$ cat config.mk
export PLATFORM = sky130hd
export DESIGN_NAME = lru_page_replacement
export DESIGN_NICKNAME = d
export VERILOG_FILES = /design/src/lrupr_pkg.sv /design/src/lru_page_replacement.sv /design/src/lrupr_store.sv
export SDC_FILE = /design/constraint.sdc
export NUM_CORES = 1
export LEC_CHECK = 0
export ABC_CLOCK_PERIOD_IN_PS = 5980
export BUFFER_PORTS_ARGS = -buffer_cell sky130_fd_sc_hd__clkbuf_2
export CAP_MARGIN = 20
export CORE_UTILIZATION = 60
export DETAILED_ROUTE_END_ITERATION = 10
export PLACE_DENSITY_LB_ADDON = 0.2
export SLEW_MARGIN = 10
export SYNTH_ARGS = -nofsm -noshare
export SYNTH_HDL_FRONTEND = slang
export SYNTH_SLANG_ARGS = --single-unit
export TNS_END_PERCENT = 20
$ cat constraint.sdc
create_clock -name clk -period 5.98 [get_ports clk]
set_clock_uncertainty 0.15 [all_clocks]
set_input_delay 1.196 -clock clk [delete_from_list [all_inputs] [get_ports clk]]
set_output_delay 1.196 -clock clk [all_outputs]
set_load 0.02 [all_outputs]
$ cat src/lrupr_pkg.sv
// ----------------------------------------------------------------------------
// lrupr_pkg
// Shared types and fixed widths for the lru page replacement block.
// ----------------------------------------------------------------------------
package lrupr_pkg;

  localparam int FRAME_W = 3;   // width of the reported frame index
  localparam int CFG_W   = 4;   // width of the frame count register write
  localparam int COUNT_W = 32;  // width of the hit and fault totals

  // sequencer states
  typedef enum logic [3:0] {
    ST_IDLE = 4'b0001,
    ST_SCAN = 4'b0010,
    ST_AGE  = 4'b0100,
    ST_DONE = 4'b1000
  } state_t;

  // frame store commands; clear acts on every frame, the others at the addressed frame
  typedef struct packed {
    logic clear;    // drop every page, ranks back to frame index
    logic load;     // write new page and mark valid
    logic set_mru;  // rank goes to zero
    logic bump;     // rank ages by one
  } store_cmd_t;

endpackage

$ cat src/lru_page_replacement.sv
// ----------------------------------------------------------------------------
// lru_page_replacement
// Least recently used page replacement over a small set of frames.
// ----------------------------------------------------------------------------
// One page reference is taken at a time. A single compare unit walks the
// frames in use twice, one frame per cycle: first to find a match and the
// oldest frame, then to age the ranks and, on a fault, install the page.
// The result is presented through an output register, so a stalled result
// holds up only the final step of the next request. Writing the frame
// count (clamped to 1..MAX_FRAMES) empties all frames and zeroes the hit
// and fault totals.
module lru_page_replacement #(
  parameter int MAX_FRAMES = 8,
  parameter int PAGE_BITS  = 16
) (
  input  logic                                        clk,
  input  logic                                        rst_n,
  // request: page
  input  logic                                        in_tvalid,
  output logic                                        in_tready,
  input  logic [((PAGE_BITS + 7) / 8) * 8-1:0]        in_tdata,
  // result: hit, frame, evicted_valid, evicted_page, fault_total, hit_total
  output logic                                        out_tvalid,
  input  logic                                        out_tready,
  output logic [((PAGE_BITS + 69 + 7) / 8) * 8-1:0]   out_tdata,
  // frame count register
  input  logic                                        cfg_valid,
  output logic                                        cfg_ready,
  input  logic [lrupr_pkg::CFG_W-1:0]                 cfg_data
);

  localparam int IW       = (MAX_FRAMES > 1) ? $clog2(MAX_FRAMES) : 1;
  localparam int CW       = $clog2(MAX_FRAMES + 1);
  localparam int FRAME_W  = lrupr_pkg::FRAME_W;
  localparam int COUNT_W  = lrupr_pkg::COUNT_W;
  localparam int OUT_W    = ((PAGE_BITS + 69 + 7) / 8) * 8;
  localparam int RST_FRAMES = (MAX_FRAMES < 8) ? MAX_FRAMES : 8;

  lrupr_pkg::state_t     state_r, state_nxt;
  lrupr_pkg::store_cmd_t cmd;

  logic [CW-1:0]        n_r, n_nxt;
  logic [CW-1:0]        cnt_r, cnt_nxt;
  logic [PAGE_BITS-1:0] page_r, page_nxt;
  logic                 found_r, found_nxt;
  logic [IW-1:0]        match_idx_r, match_idx_nxt;
  logic [IW-1:0]        match_rank_r, match_rank_nxt;
  logic [IW-1:0]        victim_r, victim_nxt;
  logic [IW-1:0]        max_rank_r, max_rank_nxt;
  logic                 ev_valid_r, ev_valid_nxt;
  logic [PAGE_BITS-1:0] ev_page_r, ev_page_nxt;
  logic [COUNT_W-1:0]   fault_r, fault_nxt;
  logic [COUNT_W-1:0]   hit_r, hit_nxt;
  logic                 out_valid_r, out_valid_nxt;
  logic [OUT_W-1:0]     out_data_r, out_data_nxt;

  logic [IW-1:0]        idx;
  logic [PAGE_BITS-1:0] rd_page;
  logic                 rd_valid;
  logic [IW-1:0]        rd_rank;
  logic [IW-1:0]        sel;
  logic [IW-1:0]        old_rank;
  logic                 last;
  logic                 in_fire;
  logic                 cfg_fire;
  logic                 done_fire;
  logic [COUNT_W-1:0]   fault_inc;
  logic [COUNT_W-1:0]   hit_inc;
  int unsigned          cfg_clamped;

  assign idx       = cnt_r[IW-1:0];
  assign last      = (cnt_r == (n_r - CW'(1)));
  assign sel       = found_r ? match_idx_r : victim_r;
  assign old_rank  = found_r ? match_rank_r : max_rank_r;

  assign in_tready = (state_r == lrupr_pkg::ST_IDLE);
  assign cfg_ready = (state_r == lrupr_pkg::ST_IDLE);
  assign in_fire   = in_tvalid && in_tready;
  assign cfg_fire  = cfg_valid && cfg_ready;
  assign done_fire = (state_r == lrupr_pkg::ST_DONE) && (!out_valid_r || out_tready);

  assign out_tvalid = out_valid_r;
  assign out_tdata  = out_data_r;

  // saturating totals
  assign fault_inc = (fault_r == '1) ? fault_r : fault_r + COUNT_W'(1);
  assign hit_inc   = (hit_r == '1) ? hit_r : hit_r + COUNT_W'(1);

  always_comb begin
    cfg_clamped = 32'(cfg_data);
    if (cfg_clamped < 1) begin
      cfg_clamped = 1;
    end
    if (cfg_clamped > MAX_FRAMES) begin
      cfg_clamped = MAX_FRAMES;
    end
  end

  lrupr_store #(
    .MAX_FRAMES (MAX_FRAMES),
    .PAGE_BITS  (PAGE_BITS)
  ) u_store (
    .clk      (clk),
    .rst_n    (rst_n),
    .cmd      (cmd),
    .idx      (idx),
    .new_page (page_r),
    .rd_page  (rd_page),
    .rd_valid (rd_valid),
    .rd_rank  (rd_rank)
  );

  always_comb begin
    state_nxt      = state_r;
    n_nxt          = n_r;
    cnt_nxt        = cnt_r;
    page_nxt       = page_r;
    found_nxt      = found_r;
    match_idx_nxt  = match_idx_r;
    match_rank_nxt = match_rank_r;
    victim_nxt     = victim_r;
    max_rank_nxt   = max_rank_r;
    ev_valid_nxt   = ev_valid_r;
    ev_page_nxt    = ev_page_r;
    fault_nxt      = fault_r;
    hit_nxt        = hit_r;
    out_valid_nxt  = out_valid_r;
    out_data_nxt   = out_data_r;
    cmd            = '0;

    if (out_valid_r && out_tready) begin
      out_valid_nxt = 1'b0;
    end

    case (state_r)
      lrupr_pkg::ST_IDLE: begin
        if (cfg_fire) begin
          n_nxt     = CW'(cfg_clamped);
          fault_nxt = '0;
          hit_nxt   = '0;
          cmd.clear = 1'b1;
        end
        if (in_fire) begin
          page_nxt  = in_tdata[PAGE_BITS-1:0];
          found_nxt = 1'b0;
          cnt_nxt   = '0;
          state_nxt = lrupr_pkg::ST_SCAN;
        end
      end
      lrupr_pkg::ST_SCAN: begin
        // first valid match wins
        if (rd_valid && (rd_page == page_r) && !found_r) begin
          found_nxt      = 1'b1;
          match_idx_nxt  = idx;
          match_rank_nxt = rd_rank;
        end
        // oldest frame, lowest index on ties
        if ((cnt_r == '0) || (rd_rank > max_rank_r)) begin
          victim_nxt   = idx;
          max_rank_nxt = rd_rank;
          ev_valid_nxt = rd_valid;
          ev_page_nxt  = rd_page;
        end
        if (last) begin
          cnt_nxt   = '0;
          state_nxt = lrupr_pkg::ST_AGE;
        end else begin
          cnt_nxt = cnt_r + CW'(1);
        end
      end
      lrupr_pkg::ST_AGE: begin
        if (idx == sel) begin
          cmd.set_mru = 1'b1;
          cmd.load    = !found_r;
        end else if (rd_rank < old_rank) begin
          cmd.bump = 1'b1;
        end
        if (last) begin
          cnt_nxt   = '0;
          state_nxt = lrupr_pkg::ST_DONE;
        end else begin
          cnt_nxt = cnt_r + CW'(1);
        end
      end
      lrupr_pkg::ST_DONE: begin
        if (done_fire) begin
          if (found_r) begin
            hit_nxt = hit_inc;
          end else begin
            fault_nxt = fault_inc;
          end
          out_data_nxt                          = '0;
          out_data_nxt[0]                       = found_r;
          out_data_nxt[3:1]                     = FRAME_W'(sel);
          out_data_nxt[4]                       = !found_r && ev_valid_r;
          out_data_nxt[5 +: PAGE_BITS]          = (!found_r && ev_valid_r) ? ev_page_r : '0;
          out_data_nxt[5 + PAGE_BITS +: COUNT_W] = found_r ? fault_r : fault_inc;
          out_data_nxt[37 + PAGE_BITS +: COUNT_W] = found_r ? hit_inc : hit_r;
          out_valid_nxt                         = 1'b1;
          state_nxt                             = lrupr_pkg::ST_IDLE;
        end
      end
      default: begin
        state_nxt = lrupr_pkg::ST_IDLE;
      end
    endcase
  end

  always_ff @(posedge clk) begin
    if (!rst_n) begin
      state_r     <= lrupr_pkg::ST_IDLE;
      n_r         <= CW'(RST_FRAMES);
      cnt_r       <= '0;
      found_r     <= 1'b0;
      fault_r     <= '0;
      hit_r       <= '0;
      out_valid_r <= 1'b0;
    end else begin
      state_r     <= state_nxt;
      n_r         <= n_nxt;
      cnt_r       <= cnt_nxt;
      found_r     <= found_nxt;
      fault_r     <= fault_nxt;
      hit_r       <= hit_nxt;
      out_valid_r <= out_valid_nxt;
    end
  end

  always_ff @(posedge clk) begin
    page_r       <= page_nxt;
    match_idx_r  <= match_idx_nxt;
    match_rank_r <= match_rank_nxt;
    victim_r     <= victim_nxt;
    max_rank_r   <= max_rank_nxt;
    ev_valid_r   <= ev_valid_nxt;
    ev_page_r    <= ev_page_nxt;
    out_data_r   <= out_data_nxt;
  end

endmodule

$ cat src/lrupr_store.sv
// ----------------------------------------------------------------------------
// lrupr_store
// Frame store: page, valid bit and recency rank per frame, one access port.
// ----------------------------------------------------------------------------
module lrupr_store #(
  parameter int MAX_FRAMES = 8,
  parameter int PAGE_BITS  = 16
) (
  input  logic                                   clk,
  input  logic                                   rst_n,
  input  lrupr_pkg::store_cmd_t                  cmd,
  input  logic [((MAX_FRAMES > 1) ? $clog2(MAX_FRAMES) : 1)-1:0] idx,
  input  logic [PAGE_BITS-1:0]                   new_page,
  output logic [PAGE_BITS-1:0]                   rd_page,
  output logic                                   rd_valid,
  output logic [((MAX_FRAMES > 1) ? $clog2(MAX_FRAMES) : 1)-1:0] rd_rank
);

  localparam int IW = (MAX_FRAMES > 1) ? $clog2(MAX_FRAMES) : 1;

  logic [PAGE_BITS-1:0] page_r  [MAX_FRAMES];
  logic                 valid_r [MAX_FRAMES];
  logic [IW-1:0]        rank_r  [MAX_FRAMES];

  assign rd_page  = page_r[idx];
  assign rd_valid = valid_r[idx];
  assign rd_rank  = rank_r[idx];

  always_ff @(posedge clk) begin
    if (!rst_n || cmd.clear) begin
      for (int i = 0; i < MAX_FRAMES; i++) begin
        valid_r[i] <= 1'b0;
        rank_r[i]  <= IW'(i);
      end
    end else begin
      if (cmd.set_mru) begin
        rank_r[idx] <= '0;
      end else if (cmd.bump) begin
        rank_r[idx] <= rank_r[idx] + IW'(1);
      end
      if (cmd.load) begin
        valid_r[idx] <= 1'b1;
      end
    end
  end

  // page contents only matter behind a valid bit
  always_ff @(posedge clk) begin
    if (cmd.load) begin
      page_r[idx] <= new_page;
    end
  end

endmodule
== After elaboration in Yosys (flattened, before gate mapping) ==
Memory sizes are Yosys's and may differ from the RTL's. A register that Yosys moved wholly into a read port is not among the register bits.
Index checks and enable logic that the tools add are counted.
Word-level totals
  bits in registers: 208
  RAM bits: 160
  input port bits: 25
  output and inout port bits: 91
  logic and storage cells: 132
  memories kept: 3
Cells by class
  $add $sub $neg: 5
  magnitude comparators: 4
  eq/ne operators: 15
  mux-type cells: 59
  bitwise operators: 1
  reductions and logical operators: 29
Memories
  u_store.page_r: depth 8, bits a word 16, rd ports 1, clocked after Yosys merged registers in 1, write ports 1, line lrupr_store.sv:21  | logic [PAGE_BITS-1:0] page_r [MAX_FRAMES];
  u_store.rank_r: depth 8, bits a word 3, rd ports 1, clocked after Yosys merged registers in 1, write ports 8, line lrupr_store.sv:23  | logic [IW-1:0] rank_r [MAX_FRAMES];
  u_store.valid_r: depth 8, bits a word 1, rd ports 1, clocked after Yosys merged registers in 1, write ports 8, line lrupr_store.sv:22  | logic valid_r [MAX_FRAMES];
Operator list (count)
  $mux 32: 7
  $pmux 32 s2: 2
  $add 32x1->32 const B: 2
  $eq 32x32->1 const B: 2
  $mux 3: 13
  $gt 32x4->1 const B: 1
  $mux 4: 8
  $mux 1: 25
  $eq 16x16->1: 1
  $pmux 4 s4: 1
  $reduce_and 2->1: 6
  $ne 2x2->1 const B: 4
  $pmux 4 s2: 1
  $logic_and 1x1->1: 7
  $reduce_and 3->1: 2
  $reduce_bool 2->1: 3
  $add 4x1->4 const B: 1
  $eq 4x1->1 const B: 1
  $eq 4x2->1 const B: 1
  $eq 4x3->1 const B: 1
  $eq 4x4->1: 1
  $eq 4x4->1 const B: 1
  $logic_not 4->1: 1
  $lt 4x1->1 const B: 1
  15 further kinds: 20

== Logic depth before layout (Yosys ltp) ==
Gate-level depths: netlist of run 1.
  depth in word-level cells: 12
  gate-level depth with buffers: 11
  mapped depth without buffers: 10

== Modules after synthesis ==
From an unflattened synthesis of run 1, not the netlist that was laid out.
Second synthesis, totals
  cells, all modules: 1317
  area, all modules: 16464.5 um^2
By module, submodules not included
  lru_page_replacement: instances 1, cells an instance 922, area each 10020.9 um^2, sequential area each 5465.2 um^2
  lrupr_store: instances 1, cells an instance 395, area each 6443.7 um^2, sequential area each 4724.5 um^2

== Worst setup path before layout of run 1 ==
No wires, ideal clock.
  kind: in2reg
  start: input out_tready
  end: register hit_r[2]
  setup time: 0.101 ns
  data arrival time: 4.669 ns
  data required time: 5.729 ns
  path slack: 1.060 ns
  stages on the path: 7
  buffers on the path: 1
  cell sequence: nand2b_1 nand2_1 clkinv_1 nor2_1 clkbuf_1 o21ai_0 o41ai_1
On the way
  cells in the longest elaborated chain, start to end: 4
RTL lines
  start, declared: line lru_page_replacement.sv:24  | input logic out_tready,
  $logic_or 1x1->1: line lru_page_replacement.sv:80  | assign done_fire = (state_r == lrupr_pkg::ST_DONE) && (!out_valid_r || out_tready);
  $logic_and 1x1->1: line lru_page_replacement.sv:80
  $ne 2x2->1 (no line)
  $reduce_and 3->1 (no line)
  end signal, assigned: line lru_page_replacement.sv:224  | hit_r <= hit_nxt;
  end, declared: line lru_page_replacement.sv:53  | logic [COUNT_W-1:0] hit_r, hit_nxt;
No other way between the ends.
A chain may end at the register's enable or synchronous reset.

==> impl_results.md, run 1 <==
- Outcome: finished clean
- Core Region: 26100 um2
- Fraction of layout cells with a size suffix above 1: 20.0%
- Hold endpoint: u_store.valid_r[0]
- Tmin final: 3.92 ns
- Pre-CTS WS: 2.05 ns
- Logic pwr share: 2.7%
- Bufs and invs on worst path: 1
- Initial drt markers: 962
- Top FF cell, synth: edfxtp_1
- RSZ-0062 raised after global routing: no
- DRT Wirelength: 32.4 mm
- Post-synth top area share: 53.3%
- GR met1 Demand/Resource: 34.3%
- Fill count: 1767
- Mapped Area: 15900 um2
- Worst Path Required: 5.97 ns
- Worst VDD drop: 0.276 mV
- CTS max path bufs: 3
- Initial antenna violation count: 0
- Met3 Use GR: 3.59%
- Number of global-route vias before repair: 9465
- Switch share: 20.2%
- Fmax: 255 MHz
- Async SR Flop Fraction: 0%
- Worst-Margin Slew: 0.990 ns
- Max-Cap Viols: 0
- First-pass GRT wire length: 50.8 mm
- Synthesized flop and latch total: 371
- Starting density of the core: 61.0%
- Synth top cells by count: edfxtp_1 (282), dfxtp_1 (89), nand2_1 (79)
- CTS Buf Count: 38
- EDFF count, synth: 282
- Setup WS post-layout: 2.06 ns
- Yosys Warn Count: 0
- Area Overhead vs Synth: 13.1%
- Global-route usage over all layers: 24.4%
- Hold crit path type: flip-flop to flip-flop
- Total Nets Final: 1332
- Critical-path cell list: buf_4 > nor2b_1 > a22o_1 > nor3_1 > nor4b_1 > nand4_1 > nor4_2
- Post-cts hold buffer count: 0
- Most frequent cell after synthesis: edfxtp_1
- Drt drc: 0
- Layout Cells excl Fill: 1660
- Sink Count: 371
- Fin crit share: 65.5%
- Worst-Skew Late Latency: 0.52 ns
- Crit-path max cell delay: 0.83 ns
- Ranking of synthesized cells by area: edfxtp_1 (53%), dfxtp_1 (11%), xnor2_1 (3.3%), mux2i_1 (2.6%), mux4_2 (2.3%)
- Slew Limit Fails: 0
- Via count: 9925
- Final setup viols: 0
- Placed Cells: 1591
- Setup TNS: 0 ns
- Setup crit end kind: flip-flop
- Synthesized area per cell: 13.4 um2
- Slowest stage cell, crit path: nor4_2
- Crit path DAT: 3.91 ns
- Largest net degree at the start of global routing: 53
- Sequential cell area: 10300 um2
- Hpwl dp: 21.1 mm
- Max_slew headroom: 33.4%
- CP Depth: 7
- Die area: 27100 um2
- H-tree depth: 2
- Synth area leader: edfxtp_1
- PD cells: 300 nW/um2
- Hold Startpoint: u_store.valid_r[0]
- Final hold vios: 0
- Met2 Usage GRT: 39.6%
- Grt peak-use layer: met2
- Unique masters post-synth: 79
- CP Class: flip-flop to flip-flop
- Drt pass-1 iters: 5
- Clk pwr share: 44.9%
- Via density: 5.98
- Die height: 165 um
- CP top delay family: simple AND/OR/NAND/NOR gates
- Flop pwr share: 52.4%
- Post-CTS Setup Inserts: 0
- Reg2reg path depth: 7
- Die X-Extent: 165 um
- Number of core rows: 59
- ANT cells: 0
- R2r endpoint: match_rank_r[2]
- Antenna Violating Nets Remaining: 0
- Wirelength per Cell: 19.5 um
- Cells after Synth: 1187
- CTS tree: yes
- CTS Root Cell: clkbuf_16
- WHS Path Cells: 2
- Post-CTS sizing: 0
- Reg clk slew, reported paths: 0.06 ns
- P_sw: 1.09 mW
- Gr ovfl total: 0
- Internal: 4.30 mW
- # port buffers: 112
- Reg2Reg Setup Slack: 2.06 ns
- Crit path max fanout: 23
- I/O pin cnt: 116
- Pleak: 6.00 nW
- Area of the multi-input gates: 5260 um2
- Register area share after synthesis: 64.5%
- Startpoint types: flip-flop
- Gpl congestion: 0.787
[layer usage]
layer	share of wire [%]	vias up
li1	-	4680
met1	44	4860
met2	48	324
met3	5.6	61
met4	2.2	0
met5	0	-
[power by group through the flow]
stage,Clock (mW),Sequential (mW),Combinational [mW]
floorplan,0,2.86,0.111
global placement,0,2.88,0.144
detailed placement,0,2.88,0.147
CTS,2.44,2.82,0.148
global route,2.54,2.83,0.164
finish,2.42,2.82,0.147
[worst max-delay path by stage]
stage,start,end,slack (ns)
floorplan,out_tready,hit_r[2],1.06
global placement,rst_n,fault_r[22],2.14
detailed placement,flip-flop,match_idx_r[1],2.05
CTS,flip-flop,match_rank_r[2],2.03
global route,flip-flop,match_rank_r[2],1.77
finish,flip-flop,match_rank_r[2],2.06
[state kept, by name, summed over array words and instances, names as in the netlist, named ones only]
register,cells
max_rank_r,3
victim_r,3
found_r,1
cnt_r,4
match_rank_r,3
out_tdata,85
u_store.rank_r,24
hit_r,32
page_r,16
u_store.page_r,128
out_tvalid,1
match_idx_r,3
ev_valid_r,1
ev_page_r,16
state_r,4
u_store.valid_r,8
fault_r,32
n_r,4
[cells in the final DEF, fill, tap and decap left out, drive strengths merged, types with 17 or more instances in the layout]
cell type / synthesis / layout
xnor2: 60 / 60
mux2i: 41 / 41
a31oi: 19 / 19
edfxtp: 282 / 282
a22o: 20 / 20
o21ai: 64 / 64
mux2: 21 / 21
and2: 24 / 24
nand2: 79 / 79
a21oi: 45 / 45
o31ai: 21 / 21
inv: 23 / 25
nor2: 79 / 79
nor3: 17 / 17
nand3: 39 / 39
dfxtp: 89 / 89
clkbuf: 29 / 165
xor2: 20 / 20
[layout make-up]
| type | count | area share (%) |
|---|---|---|
| Sequential cell | 371 | 57.0 |
| Multi-Input combinational cell | 736 | 29.3 |
| Clock buffer | 53 | 6.29 |
| Timing Repair Buffer | 123 | 3.60 |
| Tap cell | 335 | 2.33 |
| Clock inverter | 16 | 0.919 |
| Inverter | 26 | 0.557 |
[kinds of logic (layout without fill, tap and decap cells)]
group	Yosys count	after routing	share of synthesized area, %
compound gates	216	216	8.72
simple gates	348	348	12.5
fa+ha+maj	11	11	0.866
mux	78	78	6.36
xor+xnor	80	80	4.50
flops	371	371	64.5
other cells	1	3	0.0236
buf+inv	82	218	2.57
[tightest hold or removal path, delay by kind of cell, from the launching register on]
family / cells / cell delay [ns]
AND/OR/NAND/NOR: 2 / 0.12
flip-flops: 1 / 0.32
[through the flow]
step           power (mW)  cell area [um2]  util (%)  hold slack, ns
4_1_cts              5.41            18000      69.0           0.324
3_5_place_dp         3.03            16700      64.0           0.308
2_1_floorplan        2.97            15900         -           0.281
6_report             5.39            18000      69.0           0.328
5_1_grt              5.53            18000      69.0           0.340
3_3_place_gp         3.02            16700      64.0           0.300
Power figures use the tool's default switching activity.
==> run 2, diff against run 1 <==
--- a/config.mk
+++ b/config.mk
@@ -5,10 +5,11 @@
 export SDC_FILE = /design/constraint.sdc
 export NUM_CORES = 1
 export LEC_CHECK = 0
-export ABC_CLOCK_PERIOD_IN_PS = 5980
+export ABC_AREA = 1
+export ABC_CLOCK_PERIOD_IN_PS = 3500
 export BUFFER_PORTS_ARGS = -buffer_cell sky130_fd_sc_hd__clkbuf_2
 export CAP_MARGIN = 20
-export CORE_UTILIZATION = 60
+export CORE_UTILIZATION = 55
 export DETAILED_ROUTE_END_ITERATION = 10
 export PLACE_DENSITY_LB_ADDON = 0.2
 export SLEW_MARGIN = 10
==> constraint.sdc (replaced) <==
create_clock -name clk -period 3.5 [get_ports clk]
set_clock_uncertainty 0.15 [all_clocks]
set_input_delay 0.7 -clock clk [delete_from_list [all_inputs] [get_ports clk]]
set_output_delay 0.7 -clock clk [all_outputs]
set_load 0.02 [all_outputs]
==> run 2 against run 1 <==
Against the previous run: first-iteration DRC count decreased by 13%; sequential share of layout area fell by 5.2 points; critical path depth grew 6; synthesized cell count up 60%; area after synthesis grew 11%; utilization decreased by 6.3 points; global-route usage is 0.49 points lower; via count grew 31%; worst hold slack lost 0.15 ns; non-clock buffer count up 24; worst setup slack got worse by 1.7 ns.
==> impl_results.md, run 2 <==
- Sequential cell area: 10300 um2 (unchanged)
- Setup TNS: 0 ns (unchanged)
- PD cells: 547 nW/um2 (+83%)
- Main combinational cell family by area after synthesis: simple AND/OR/NAND/NOR gates
- Synth top cells by count: nand2_1 (458), edfxtp_1 (282), inv_1 (212)
- Hold Startpoint: in_tdata[5]
- RSZ-0062 raised after global routing: no
- Number of global-route vias before repair: 12300 (+30%)
- Via density: 5.31 (-11%)
- Logic pwr share: 15.9% (+13 points)
- Fraction of layout cells with a size suffix above 1: 14.8% (-5.2 points)
- Most frequent cell after synthesis: nand2_1
- Mux cell area share after synthesis: 0% (-6.4 points)
- Final hold vios: 0 (unchanged)
- Outcome: finished clean
- Synth Area in Adders: 0.780% (-0.086 points)
- Hpwl dp: 26.0 mm (+24%)
- Post-CTS Setup Inserts: 0 (unchanged)
- Pre-CTS WS: 0.429 ns (-1.62 ns)
- CTS max path bufs: 3 (unchanged)
- Via count: 13000 (+31%)
- Tmin final: 3.12 ns (-0.798 ns)
- Initial drt markers: 838 (-13%)
- Crit-path max cell delay: 0.53 ns (-0.30 ns)
- Area Overhead vs Synth: 12.1%
- Worst VDD drop: 0.410 mV (+49%)
- Die area: 32800 um2 (+21%)
- Final setup viols: 0 (unchanged)
- # port buffers: 112 (unchanged)
- Hold crit path type: input port to flip-flop
- Die X-Extent: 181 um (+9.9%)
- Worst-Skew Late Latency: 0.55 ns (+0.03 ns)
- Gpl congestion: 0.970 (+23%)
- Worst-Margin Slew: 0.896 ns (-0.0932 ns)
- Register area share after synthesis: 58.1% (-6.4 points)
- Synth Area in Simple Gates: 23.7% (+11 points)
- Cells after Synth: 1904 (+60%)
- Post-synthesis xor/xnor area fraction: 3.11% (-1.4 points)
- Crit path DAT: 3.16 ns (-0.75 ns)
- First-pass GRT wire length: 62.7 mm (+23%)
- Largest net degree at the start of global routing: 65 (+23%)
- Post-CTS sizing: 0 (unchanged)
- Ranking of synthesized cells by area: edfxtp_1 (48%), dfxtp_1 (10%), nand2_1 (9.7%), nand3_1 (4.8%), inv_1 (4.5%)
- Mapped Area: 17700 um2 (+11%)
- CTS Buf Count: 39 (+2.6%)
- Wirelength per Cell: 15.9 um (-18%)
- Layout Cells excl Fill: 2444 (+47%)
- Internal: 7.80 mW (+81%)
- Crit path max fanout: 51 (+120%)
- CP Class: flip-flop to flip-flop
- Synthesized area per cell: 9.27 um2 (-31%)
- Global-route usage over all layers: 23.9% (-0.49 points)
- Unique masters post-synth: 50 (-37%)
- Number of core rows: 65 (+10%)
- Area of the multi-input gates: 5990 um2 (+14%)
- Max-Cap Viols: 0 (unchanged)
- Core Region: 31600 um2 (+21%)
- Flop pwr share: 47.9% (-4.5 points)
- Fin crit share: 89.2% (+24 points)
- Switch share: 28.0% (+7.8 points)
- Total Nets Final: 2048 (+54%)
- Placed cell area: 18600 um2 (+11%)
- CP top delay family: simple AND/OR/NAND/NOR gates
- Most frequent cells in the layout: nand2_1 (458), edfxtp_1 (282), inv_1 (211), nor2_1 (180), nand3_1 (168)
- P_sw: 3.03 mW (+180%)
- Antenna Violating Nets Remaining: 0 (unchanged)
- WHS: 0.180 ns (-0.148 ns)
- Slowest stage cell, crit path: buf_4
- Clk pwr share: 36.1% (-8.8 points)
- Async SR Flop Fraction: 0% (unchanged)
- Yosys Warn Count: 0 (unchanged)
- Bufs and invs on worst path: 3 (+2)
- Die height: 181 um (+9.9%)
- Pleak: 7.84 nW (+31%)
- Max reg flops: 128 (unchanged)
- Starting density of the core: 55.9% (-5.1 points)
- Critical-path cell list: buf_4 > buf_4 > nor2_1 > nor2_1 > o21ai_0 > nand3_1 > nand2_1 > inv_1 > o21ai_0 > nor2_1 > nand2_1 > nor2_1 > and3_1
- Slew Limit Fails: 0 (unchanged)
- DRT Wirelength: 38.8 mm (+20%)
- Gr ovfl total: 0 (unchanged)
- Commonest non-fill, non-tap cell in the layout: nand2_1
- Startpoint types: flip-flop
- Placed Cells: 2373 (+49%)
- Drt pass-1 iters: 5 (unchanged)
- Setup crit end kind: flip-flop
- CP dominant cell by count: nor2_1
- Post-cts hold buffer count: 0 (unchanged)
- Fmax: 320 MHz (+26%)
- ANT cells: 0 (unchanged)
- I/O pin cnt: 116 (unchanged)
- CTS Root Cell: clkbuf_16
- Initial antenna violation count: 0 (unchanged)
- Post-synth top area share: 48.0% (-5.3 points)
- Post-synthesis compound-gate area fraction: 6.22% (-2.5 points)
- Drt drc: 0 (unchanged)
- Sink Count: 371 (unchanged)
- Reg clk slew, reported paths: 0.06 ns (about the same)
- Setup WS post-layout: 0.378 ns (-1.68 ns)
- Final Cell Area: 19800 um2 (+10%)
- Top reg by flops: u_store.page_r
- H-tree depth: 2 (unchanged)
- EDFF count, synth: 282 (unchanged)
- Top FF cell, synth: edfxtp_1
- Fill count: 2578 (+46%)
- Synth area leader: edfxtp_1
- CTS tree: yes
- Max_slew headroom: 40.2% (+6.8 points)
- Worst Path Required: 3.54 ns (-2.43 ns)
- Synthesized flop and latch total: 371 (unchanged)
[run 2: cell types whose count changed in the layout (fill, tap and decap cells not counted), moves of 18 or more]
| cell | change |
|---|---|
| mux2i_1 | -41 |
| a22o_1 | -20 |
| nor2_1 | +112 |
| and2_1 | -23 |
| mux2_2 | -20 |
| buf_4 | +20 |
| nand2_1 | +380 |
| o31ai_1 | -21 |
| a21oi_1 | +21 |
| xnor2_1 | -36 |
| inv_2 | +26 |
| inv_1 | +188 |
| a31oi_1 | -18 |
| nand3_1 | +132 |
[run 2: metrics by stage]
stage,util [%],power [mW]
floorplan,-,6.54
global placement,58.9,6.97
detailed placement,58.9,7.01
CTS,62.7,10.9
global route,62.7,11.3
finish,62.7,10.8
[run 2: power groups by stage]
stage	sequential, mW	clock, mW	combinational (mW)
floorplan	5.22	0	1.32
global placement	5.28	0	1.69
detailed placement	5.28	0	1.72
CTS	5.19	3.99	1.73
global route	5.21	4.16	1.95
finish	5.19	3.91	1.73
[run 2: cell type report]
class | instances | share of cell area [%]
clock buffers | 52 | 5.23
clock inverters | 19 | 0.885
inverters | 252 | 4.79
multi-input cells | 1201 | 30.3
flip-flops and latches | 371 | 51.8
well taps | 402 | 2.54
repair buffers | 147 | 4.48
[run 2: metal layers]
layer	track usage, %	part of all wire (%)	vias up
met5	0	0	-
met3	3.51	5.4	75
met2	40.5	48	342
met1	31.7	44	6086
met4	7.66	2.7	0
li1	-	-	6468
[run 2: cells by family (layout without fill, tap and decap cells)]
logic type / Yosys count / count (layout)
other cells: 1 / 3
simple gates: 932 / 932
compound gates: 194 / 194
flops: 371 / 371
xor+xnor: 61 / 61
buf+inv: 334 / 470
fa+ha+maj: 11 / 11
[run 2: worst paths after layout]
check | slack (ns) | to | depth (start not counted)
max | 0.38 | match_idx_r[2] | 13
min | 0.18 | page_r[5] | 1
max reg2reg | 0.38 | match_idx_r[2] | 13
min reg2reg | 0.34 | u_store.valid_r[2] | 2
